`src/hdl/bwh_pkg.sv`:
```
// Package for the binned weighted histogram fill block.
// Holds sizes, bin edge tables, status codes, state and memory word types.
// Used by every other file of the block but the two channel interfaces; depends on nothing.
package bwh_pkg;

	localparam int CELL_DEPTH  = 1024;
	localparam int Z_BIN_COUNT = 5;
	localparam int AW          = $clog2(CELL_DEPTH);
	localparam int ZBW         = (Z_BIN_COUNT > 1) ? $clog2(Z_BIN_COUNT) : 1;
	localparam int PHI_BINS    = 5;
	localparam int PHI_STEP    = 4608;
	localparam int HW          = $clog2(Z_BIN_COUNT * PHI_BINS + 1);

	localparam logic [2:0] ADDR_PHI_MODE = 3'd0;
	localparam logic [2:0] ADDR_GRID_SEL = 3'd4;

	localparam logic [31:0] SQ_LIMIT = 32'd3037000499;
	localparam logic [62:0] MAX63    = {63{1'b1}};

	localparam logic [16:0] XB_EDGES0 [8] = '{17'd6554, 17'd7209, 17'd8520, 17'd10486,
		17'd13108, 17'd16384, 17'd23593, 17'd65536};
	localparam logic [16:0] TH_EDGES0 [4] = '{17'd1946, 17'd2151, 17'd2637, 17'd5888};
	localparam logic [16:0] XB_EDGES1 [6] = '{17'd6554, 17'd7209, 17'd9831, 17'd12452,
		17'd19006, 17'd65536};
	localparam logic [16:0] TH_EDGES1 [4] = '{17'd1946, 17'd2253, 17'd2816, 17'd5888};

	typedef enum logic [1:0] {
		ST_FILLED = 2'd0,
		ST_RANGE  = 2'd1,
		ST_GRID   = 2'd2,
		ST_READ   = 2'd3
	} status_t;

	typedef enum logic [2:0] {
		S_CLEAR,
		S_IDLE,
		S_BIN,
		S_MUL,
		S_UPD
	} fsm_state_t;

	typedef struct packed {
		logic phi_mode;
		logic grid_select;
	} cfg_t;

	typedef struct packed {
		status_t         status;
		logic [AW-1:0]   cell_idx;
	} bin_res_t;

	typedef struct packed {
		logic [47:0] w;
		logic [55:0] w2;
		logic [62:0] w4;
		logic [31:0] n;
	} mem_word_t;

	// Lower z edge k, rounded up to the Q0.16 grid.
	function automatic logic [16:0] z_edge(input int k);
		return 17'(((30 + 8 * k) * 65536 + 99) / 100);
	endfunction

endpackage

```
`src/hdl/bwh_binner.sv`:
```
// Bin search for one fill item: z, phi, xB and theta bins and the cell number.
// Depends on bwh_pkg.
module bwh_binner (
	input  bwh_pkg::cfg_t     cfg,
	input  logic       [15:0] z_frac,
	input  logic       [15:0] phi_deg,
	input  logic       [15:0] xb_frac,
	input  logic       [15:0] theta_deg,
	output bwh_pkg::bin_res_t res
);
	logic [bwh_pkg::ZBW-1:0] iz;
	logic                    z_ok;
	logic              [2:0] iph;
	logic                    phi_ok;
	logic [bwh_pkg::HW-1:0]  hist;
	logic              [2:0] ix0, ix1, iy0, iy1, ix, iy;
	logic                    x0_ok, x1_ok, y0_ok, y1_ok, x_ok, y_ok;
	logic              [4:0] nx;
	logic             [15:0] cell_num;

	always_comb begin
		iz   = '0;
		z_ok = 1'b0;
		for (int k = 0; k < bwh_pkg::Z_BIN_COUNT; k++) begin
			if ({1'b0, z_frac} >= bwh_pkg::z_edge(k)
					&& {1'b0, z_frac} < bwh_pkg::z_edge(k + 1)) begin
				iz   = bwh_pkg::ZBW'(k);
				z_ok = 1'b1;
			end
		end
	end

	always_comb begin
		phi_ok = !phi_deg[15] && (32'(phi_deg) < bwh_pkg::PHI_STEP * bwh_pkg::PHI_BINS);
		iph    = '0;
		for (int k = 1; k < bwh_pkg::PHI_BINS; k++) begin
			if (32'(phi_deg[14:0]) >= bwh_pkg::PHI_STEP * k) begin
				iph = 3'(k);
			end
		end
	end

	always_comb begin
		ix0 = '0; ix1 = '0; iy0 = '0; iy1 = '0;
		x0_ok = 1'b0; x1_ok = 1'b0; y0_ok = 1'b0; y1_ok = 1'b0;
		for (int j = 0; j < 7; j++) begin
			if ({1'b0, xb_frac} >= bwh_pkg::XB_EDGES0[j]
					&& {1'b0, xb_frac} < bwh_pkg::XB_EDGES0[j+1]) begin
				ix0 = 3'(j); x0_ok = 1'b1;
			end
		end
		for (int j = 0; j < 5; j++) begin
			if ({1'b0, xb_frac} >= bwh_pkg::XB_EDGES1[j]
					&& {1'b0, xb_frac} < bwh_pkg::XB_EDGES1[j+1]) begin
				ix1 = 3'(j); x1_ok = 1'b1;
			end
		end
		for (int j = 0; j < 3; j++) begin
			if ({1'b0, theta_deg} >= bwh_pkg::TH_EDGES0[j]
					&& {1'b0, theta_deg} < bwh_pkg::TH_EDGES0[j+1]) begin
				iy0 = 3'(j); y0_ok = 1'b1;
			end
			if ({1'b0, theta_deg} >= bwh_pkg::TH_EDGES1[j]
					&& {1'b0, theta_deg} < bwh_pkg::TH_EDGES1[j+1]) begin
				iy1 = 3'(j); y1_ok = 1'b1;
			end
		end
	end

	always_comb begin
		ix   = cfg.grid_select ? ix1 : ix0;
		iy   = cfg.grid_select ? iy1 : iy0;
		x_ok = cfg.grid_select ? x1_ok : x0_ok;
		y_ok = cfg.grid_select ? y1_ok : y0_ok;
		nx   = cfg.grid_select ? 5'd5 : 5'd7;
		hist = cfg.phi_mode
			? bwh_pkg::HW'(iz) * bwh_pkg::HW'(bwh_pkg::PHI_BINS) + bwh_pkg::HW'(iph)
			: bwh_pkg::HW'(iz);
		cell_num = 16'(hist) * 16'(nx) * 16'd3 + 16'(iy) * 16'(nx) + 16'(ix);
		res.cell_idx = '0;
		if (!z_ok || (cfg.phi_mode && !phi_ok)) begin
			res.status = bwh_pkg::ST_RANGE;
		end else if (!x_ok || !y_ok || 32'(cell_num) >= bwh_pkg::CELL_DEPTH) begin
			res.status = bwh_pkg::ST_GRID;
		end else begin
			res.status   = bwh_pkg::ST_FILLED;
			res.cell_idx = bwh_pkg::AW'(cell_num);
		end
	end
endmodule

```
`config.mk`:
```
export PLATFORM = sky130hd
export DESIGN_NAME = bwh_binner
export DESIGN_NICKNAME = d
export VERILOG_FILES = /design/src/hdl/bwh_pkg.sv /design/src/hdl/bwh_binner.sv
export SDC_FILE = /design/constraint.sdc
export NUM_CORES = 1
export LEC_CHECK = 0
export BUFFER_PORTS_ARGS = -buffer_cell sky130_fd_sc_hd__buf_2
export CAP_MARGIN = 5
export CORE_MARGIN = 2
export CORE_UTILIZATION = 54
export DETAILED_ROUTE_END_ITERATION = 10
export PLACE_DENSITY_LB_ADDON = 0.12
export SLEW_MARGIN = 10
export SYNTH_ARGS = -nofsm -noshare
export SYNTH_HDL_FRONTEND = slang
export SYNTH_SLANG_ARGS = --single-unit
```
`constraint.sdc`:
```
create_clock -name vclk -period 13.2
set_input_delay 1.98 -clock vclk [all_inputs]
set_output_delay 1.98 -clock vclk [all_outputs]
set_load 0.005 [all_outputs]
```
==> impl_metrics.sql, run 1 <==
INSERT INTO impl_metrics (metric_group, metric, value, unit) VALUES
('status', 'run_status', 'finished clean', ''),
('pwr', 'design_power_total', '0.2943', 'mW'),
('detailed_routing', 'detail_route.wl_per_cell', '13.06', 'um'),
('clock_tree', 'cts.hold.buffers_added', '0', ''),
('yosys', 'netlist.area_leader.share', '0.1890', ''),
('sta', 'min_period', '11240', 'ps'),
('yosys', 'netlist_top_cells_area', 'sky130_fd_sc_hd__ha_1, sky130_fd_sc_hd__fa_1, sky130_fd_sc_hd__inv_1, sky130_fd_sc_hd__a211oi_1, sky130_fd_sc_hd__nor2_1', ''),
('grt', 'grt_antenna_before_repair', '0', ''),
('yosys', 'seq_area_frac_synth', '0', ''),
('pwr', 'share_comb_of_total_power', '1.000', ''),
('worst_hold_path', 'hold-path-endpoint', 'res[10]', ''),
('cells_and_area', 'synthToLayoutAreaGrowth', '15.40', '%'),
('pwr', 'share_seq_of_total_power', '0', ''),
('pwr', 'pwr_density_cell', '113.3', 'mW/mm^2'),
('die', 'design.core.area', '0.004000', 'mm^2'),
('die', 'die_width', '68.56', 'um'),
('yosys', 'syn-num-nets', '419', ''),
('grt', 'first_global_vias', '2066', ''),
('flow_run', 'maxCapViolCount', '0', ''),
('detailed_routing', 'ant_nets', '0', ''),
('pwr', 'vdd_ir_drop_max', '0.1241', 'mV'),
('sta', 'timing.final.hold_violations', '0', ''),
('detailed_routing', 'dr.first_iter.drc_count', '121', ''),
('cells_and_area', 'clock_buffer_count', '0', ''),
('worst_hold_path', 'hold_depth', '4', ''),
('cells_and_area', 'n_antenna_cell', '0', ''),
('pwr', 'clockPowerShare', '0', ''),
('pwr', 'sw_frac_of_total', '0.5785', ''),
('yosys', 'post_synth_instance_area', '0.002251', 'mm^2'),
('grt', 'grt_util_all_layers', '0.2271', ''),
('cells_and_area', 'regArea', '0', 'um^2'),
('worst_hold_path', 'hp-class', 'in -> out', ''),
('cells_and_area', 'final_layout_size_suffix_gt1_frac', '0.2312', ''),
('cells_and_area', 'design.final.nets', '474', ''),
('yosys', 'count_of_synthesis_stage_warnings_from_yosys', '0', ''),
('grt', 'first_pass_grt_wire_length', '8645', 'um'),
('place', 'io_buffers', '69', ''),
('setup_path', 'startpoint_type', 'input pin', ''),
('sta', 'slew-limit-headroom', '0.6157', ''),
('place', 'dpl.hpwl', '4464', 'um'),
('cells_and_area', 'flops_and_latches', '0', ''),
('yosys', 'synth_largest_area_cell', 'sky130_fd_sc_hd__ha_1', ''),
('clock_tree', 'post_cts_resized', '0', ''),
('sta', 'timing_limited_maximum_frequency', '0.08893', 'GHz'),
('cells_and_area', 'fin_util', '0.6494', ''),
('detailed_routing', 'route.detailed.vias_per_inst', '6.064', ''),
('clock_tree', 'cts_setup_buffers', '0', ''),
('grt', 'pin_count_of_the_biggest_net_entering_global_routing', '14', ''),
('cells_and_area', 'final_area', '0.002597', 'mm^2'),
('sta', 'setup-tns-final', '0', 'ps'),
('detailed_routing', 'via_count', '2480', ''),
('yosys', 'synth_cell_types', '58', ''),
('setup_path', 'crit_fanout', '10', ''),
('sta', 'maxSlewViolCount', '0', ''),
('grt', 'gr-total-overflow', '0', ''),
('pwr', 'power.internal', '0.1241', 'mW'),
('die', 'initial_core_util', '0.5627', ''),
('setup_path', 'worst_ep_arrival_time', '9260', 'ps'),
('sta', 'rsz0062_at_grt', 'false', ''),
('sta', 'fin_crit_sh', '0.8519', ''),
('die', 'floorplan.rows', '23', ''),
('sta', 'final-setup-viol-count', '0', ''),
('setup_path', 'timing.critical_path.required', '11220', 'ps'),
('yosys', 'syn_inst', '306', ''),
('place', 'gp_congestion', '0.8097', ''),
('worst_hold_path', 'worst_hold_startpoint', 'z_frac[15]', ''),
('place', 'dpl_cell_area', '0.002597', 'mm^2'),
('setup_path', 'crit_type', 'in -> out', ''),
('die', 'die-area', '0.004700', 'mm^2'),
('yosys', 'syn-mean-instance-area', '7.356', 'um^2'),
('pwr', 'static-leakage-power', '1.288', 'nW'),
('detailed_routing', 'detailedRoute.firstPassIterationCount', '4', ''),
('setup_path', 'critical_path.endpoint_type', 'primary output', ''),
('sta', 'timing_worst_slew_pin_value', '573.0', 'ps'),
('pwr', 'power.switching', '0.1702', 'mW'),
('detailed_routing', 'postRouteWirelength', '5341', 'um'),
('detailed_routing', 'detail_route.drc_violations', '0', ''),
('die', 'boundaryPins', '78', ''),
('die', 'die-height', '68.56', 'um'),
('sta', 'fin_worst_hold_slack', '4484', 'ps');
==> synth_stat cells, types with 4 or more instances <==
cell / instances
sky130_fd_sc_hd__and3_1: 5
sky130_fd_sc_hd__nand4_1: 7
sky130_fd_sc_hd__ha_1: 34
sky130_fd_sc_hd__nand3_1: 4
sky130_fd_sc_hd__clkbuf_1: 15
sky130_fd_sc_hd__nor4_1: 9
sky130_fd_sc_hd__o211ai_1: 6
sky130_fd_sc_hd__nor3_1: 8
sky130_fd_sc_hd__o31ai_1: 7
sky130_fd_sc_hd__and2_1: 4
sky130_fd_sc_hd__nand2_1: 15
sky130_fd_sc_hd__nor2_1: 24
sky130_fd_sc_hd__xnor2_1: 5
sky130_fd_sc_hd__a311o_1: 5
sky130_fd_sc_hd__fa_1: 13
sky130_fd_sc_hd__a211oi_1: 12
sky130_fd_sc_hd__a21o_1: 8
sky130_fd_sc_hd__inv_1: 28
sky130_fd_sc_hd__o21ai_0: 17
sky130_fd_sc_hd__nor2b_1: 7
sky130_fd_sc_hd__o21a_1: 4
sky130_fd_sc_hd__a21oi_1: 17
==> worst max path at each step <==
stage	to	from	cells after the start
floorplan	res[5]	z_frac[10]	25
global route	res[5]	z_frac[4]	26
CTS	res[5]	z_frac[4]	26
global placement	res[6]	z_frac[4]	26
detailed placement	res[5]	z_frac[4]	26
finish	res[5]	z_frac[4]	26
==> critical path, stage by stage <==
cell and delay, ps:
sky130_fd_sc_hd__buf_2 130, sky130_fd_sc_hd__and4_2 230, sky130_fd_sc_hd__a2111oi_0 370, sky130_fd_sc_hd__o21ai_0 160, sky130_fd_sc_hd__a32o_1 270, sky130_fd_sc_hd__nand2b_1 150, sky130_fd_sc_hd__ha_1 300, sky130_fd_sc_hd__inv_1 60
sky130_fd_sc_hd__fa_1 470, sky130_fd_sc_hd__mux2i_1 350, sky130_fd_sc_hd__fa_1 470, sky130_fd_sc_hd__ha_1 330, sky130_fd_sc_hd__inv_1 70, sky130_fd_sc_hd__fa_1 550, sky130_fd_sc_hd__fa_1 440, sky130_fd_sc_hd__fa_1 540
sky130_fd_sc_hd__inv_1 40, sky130_fd_sc_hd__ha_1 230, sky130_fd_sc_hd__fa_1 430, sky130_fd_sc_hd__a211oi_1 240, sky130_fd_sc_hd__nor2_1 120, sky130_fd_sc_hd__o31ai_1 270, sky130_fd_sc_hd__a211oi_1 200, sky130_fd_sc_hd__nor4_4 430
sky130_fd_sc_hd__nor3b_2 280, sky130_fd_sc_hd__buf_2 140
==> per-layer routing <==
metal / global-route usage / part of all wire
met5: 0 / 0
met4: 0.01750 / 0.0026
met3: 0.004870 / 0.043
met2: 0.3882 / 0.48
met1: 0.3317 / 0.48
==> cell type report <==
| class | count | area, um^2 |
|---|---|---|
| multi-input cells | 262 | 2085 |
| fillers | 362 | 1403 |
| repair buffers | 69 | 345.3 |
| inverters | 28 | 105.1 |
| well taps | 50 | 62.56 |
==> power by group through the flow <==
| stage | combinational (mW) | clock [mW] | sequential [mW] |
|---|---|---|---|
| after detailed placement | 0.290 | 0 | 0 |
| after global routing | 0.341 | 0 | 0 |
| final | 0.294 | 0 | 0 |
| after floorplan | 0.229 | 0 | 0 |
| after CTS | 0.294 | 0 | 0 |
| after global placement | 0.282 | 0 | 0 |
==> kinds of logic after synthesis <==
| logic type | Yosys count | share of synthesized area |
|---|---|---|
| xor+xnor | 8 | 0.03113 |
| buf+inv | 44 | 0.07393 |
| mux | 2 | 0.009450 |
| compound gates | 105 | 0.3307 |
| fa+ha+maj | 47 | 0.3046 |
| simple gates | 100 | 0.2501 |
==> through the flow <==
step,worst slack [ps],std cells
floorplan,2791,306
global placement,2076,409
detailed placement,1969,409
CTS,1924,409
global route,1474,409
finish,1956,409
==> placed cells by master (no fill, tap or decap), types with 3 or more instances in the layout <==
cell                       count
sky130_fd_sc_hd__buf_2        69
sky130_fd_sc_hd__ha_1         34
sky130_fd_sc_hd__inv_1        28
sky130_fd_sc_hd__nor2_1       24
sky130_fd_sc_hd__o21ai_0      17
sky130_fd_sc_hd__a21oi_1      17
sky130_fd_sc_hd__nand2_1      15
sky130_fd_sc_hd__fa_1         13
sky130_fd_sc_hd__a211oi_1     12
sky130_fd_sc_hd__nor4_1        9
sky130_fd_sc_hd__nor3_1        8
sky130_fd_sc_hd__a21o_1        8
sky130_fd_sc_hd__nand4_1       7
sky130_fd_sc_hd__o31ai_1       7
sky130_fd_sc_hd__nor2b_1       7
sky130_fd_sc_hd__o211ai_1      6
sky130_fd_sc_hd__and3_1        5
sky130_fd_sc_hd__xnor2_1       5
sky130_fd_sc_hd__a311o_1       5
sky130_fd_sc_hd__nand3_1       4
sky130_fd_sc_hd__and2_1        4
sky130_fd_sc_hd__o21a_1        4
sky130_fd_sc_hd__a311oi_1      3
sky130_fd_sc_hd__xor2_1        3
sky130_fd_sc_hd__and2_2        3
No activity file was read; power rests on OpenSTA's default activity.
==> run 2, diff against run 1 <==
- CORE_UTILIZATION: 54 -> 34
==> run 2 against run 1 <==
First-iteration DRC count down 57%. Critical endpoint unchanged. Global-route usage down 8.0 points. Critical path type unchanged. Non-clock buffer count unchanged. Critical path depth unchanged. Largest power group unchanged.
==> impl_metrics.sql, run 2 (synthesis gave the netlist of run 1 again) <==
INSERT INTO impl_metrics (metric_group, metric, value, unit) VALUES
('cells_and_area', 'final_layout_size_suffix_gt1_frac', '0.2312', ''),
('setup_path', 'critical-path-top-delay-family', 'adder cells', ''),
('die', 'die-height', '85.37', 'um'),
('setup_path', 'critical_path.endpoint_type', 'primary output', ''),
('place', 'gp_congestion', '0.7933', ''),
('cells_and_area', 'regArea', '0', 'um^2'),
('detailed_routing', 'detailedRoute.firstPassIterationCount', '4', ''),
('cells_and_area', 'mostFrequentLayoutCells', 'sky130_fd_sc_hd__buf_2, sky130_fd_sc_hd__ha_1, sky130_fd_sc_hd__inv_1', ''),
('sta', 'rsz0062_at_grt', 'false', ''),
('setup_path', 'startpoint_type', 'input pin', ''),
('grt', 'gr-total-overflow', '0', ''),
('status', 'run_status', 'finished clean', ''),
('cells_and_area', 'final_area', '0.002631', 'mm^2'),
('cells_and_area', 'layout_commonest_cell', 'sky130_fd_sc_hd__buf_2', ''),
('cells_and_area', 'design.final.nets', '474', ''),
('pwr', 'pwr_density_cell', '109.4', 'mW/mm^2'),
('grt', 'grt_util_all_layers', '0.1468', ''),
('setup_path', 'path_depth', '26', ''),
('sta', 'maxSlewViolCount', '0', ''),
('clock_tree', 'post_cts_resized', '0', ''),
('sta', 'timing_worst_slew_pin_value', '611.6', 'ps'),
('detailed_routing', 'detail_route.drc_violations', '0', ''),
('sta', 'timing_limited_maximum_frequency', '0.08879', 'GHz'),
('detailed_routing', 'route.detailed.vias_per_inst', '5.642', ''),
('die', 'die_width', '85.37', 'um'),
('detailed_routing', 'dr.first_iter.drc_count', '52', ''),
('worst_hold_path', 'hp-class', 'in -> out', ''),
('die', 'boundaryPins', '78', ''),
('cells_and_area', 'synthToLayoutAreaGrowth', '16.90', '%'),
('sta', 'setup_ws', '1938', 'ps'),
('grt', 'first_pass_grt_wire_length', '9501', 'um'),
('detailed_routing', 'ant_nets', '0', ''),
('grt', 'grt_antenna_before_repair', '0', ''),
('pwr', 'static-leakage-power', '1.288', 'nW'),
('sta', 'timing.final.hold_violations', '0', ''),
('setup_path', 'crit_type', 'in -> out', ''),
('clock_tree', 'cts.hold.buffers_added', '0', ''),
('sta', 'fin_crit_sh', '0.8532', ''),
('setup_path', 'critical-path-top-cell-by-count', 'sky130_fd_sc_hd__fa_1', ''),
('grt', 'pin_count_of_the_biggest_net_entering_global_routing', '14', ''),
('setup_path', 'crit_fanout', '10', ''),
('pwr', 'design_power_total', '0.2878', 'mW'),
('flow_run', 'maxCapViolCount', '0', ''),
('place', 'dp_slack', '1850', 'ps'),
('sta', 'min_period', '11260', 'ps'),
('cells_and_area', 'flops_and_latches', '0', ''),
('setup_path', 'timing.critical_path.required', '11220', 'ps'),
('place', 'dpl_cell_area', '0.002631', 'mm^2'),
('place', 'io_buffers', '69', ''),
('die', 'initial_core_util', '0.3525', ''),
('die', 'die-area', '0.007287', 'mm^2'),
('die', 'design.core.area', '0.006386', 'mm^2'),
('die', 'floorplan.rows', '29', ''),
('detailed_routing', 'detail_route.wl_per_cell', '12.78', 'um'),
('setup_path', 'worst_ep_arrival_time', '9280', 'ps'),
('pwr', 'vdd_ir_drop_max', '0.09405', 'mV'),
('setup_path', 'timing.critical_path.slowest_cell_delay', '550', 'ps'),
('sta', 'slew-limit-headroom', '0.5898', ''),
('clock_tree', 'cts_setup_buffers', '0', ''),
('cells_and_area', 'post_layout_nonfiller_instances', '436', ''),
('place', 'dpl.hpwl', '4734', 'um'),
('detailed_routing', 'via_count', '2460', ''),
('detailed_routing', 'postRouteWirelength', '5572', 'um'),
('cells_and_area', 'n_antenna_cell', '0', ''),
('worst_hold_path', 'hold_depth', '4', ''),
('sta', 'setup-tns-final', '0', 'ps'),
('setup_path', 'worst_path_max_delay_cell', 'sky130_fd_sc_hd__fa_1', ''),
('sta', 'final-setup-viol-count', '0', ''),
('cells_and_area', 'clock_buffer_count', '0', ''),
('place', 'placedCellCount', '436', ''),
('setup_path', 'critPathBufInv', '5', ''),
('grt', 'first_global_vias', '2215', '');
[run 2: cell counts in the layout (fill, tap and decap cells not counted)]
Identical to the previous run, type by type.
[run 2: metal layers]
metal,share of wire,vias to the layer above,GRT usage
met2,0.47,43,0.2571
met1,0.50,1155,0.2157
met5,0,-,0
met3,0.030,0,0.0009728
met4,0,0,0
li1,-,1262,-
[run 2: cell type report]
type	instances	area, um^2
multi-input combinational	262	2085
tap	77	96.34
fill	698	3755
inverter	28	105.1
timing repair buffer	69	345.3
[run 2: through the flow]
step           utilization  hold slack (ps)
2_1_floorplan            -             4184
3_3_place_gp        0.4120             4482
3_5_place_dp        0.4120             4481
4_1_cts             0.4120             4483
5_1_grt             0.4120             4509
6_report            0.4120             4488
[run 2: final timing paths]
kind              startpoint  endpoint  slack [ps]
hold / removal    z_frac[15]   res[10]        4490
setup / recovery   z_frac[4]    res[5]        1940
[run 2: power by group]
part	switching, mW	leakage, nW	total (mW)	internal [mW]
registers	0	0	0	0
logic	0.164	1.29	0.288	0.124
clock network	0	0	0	0
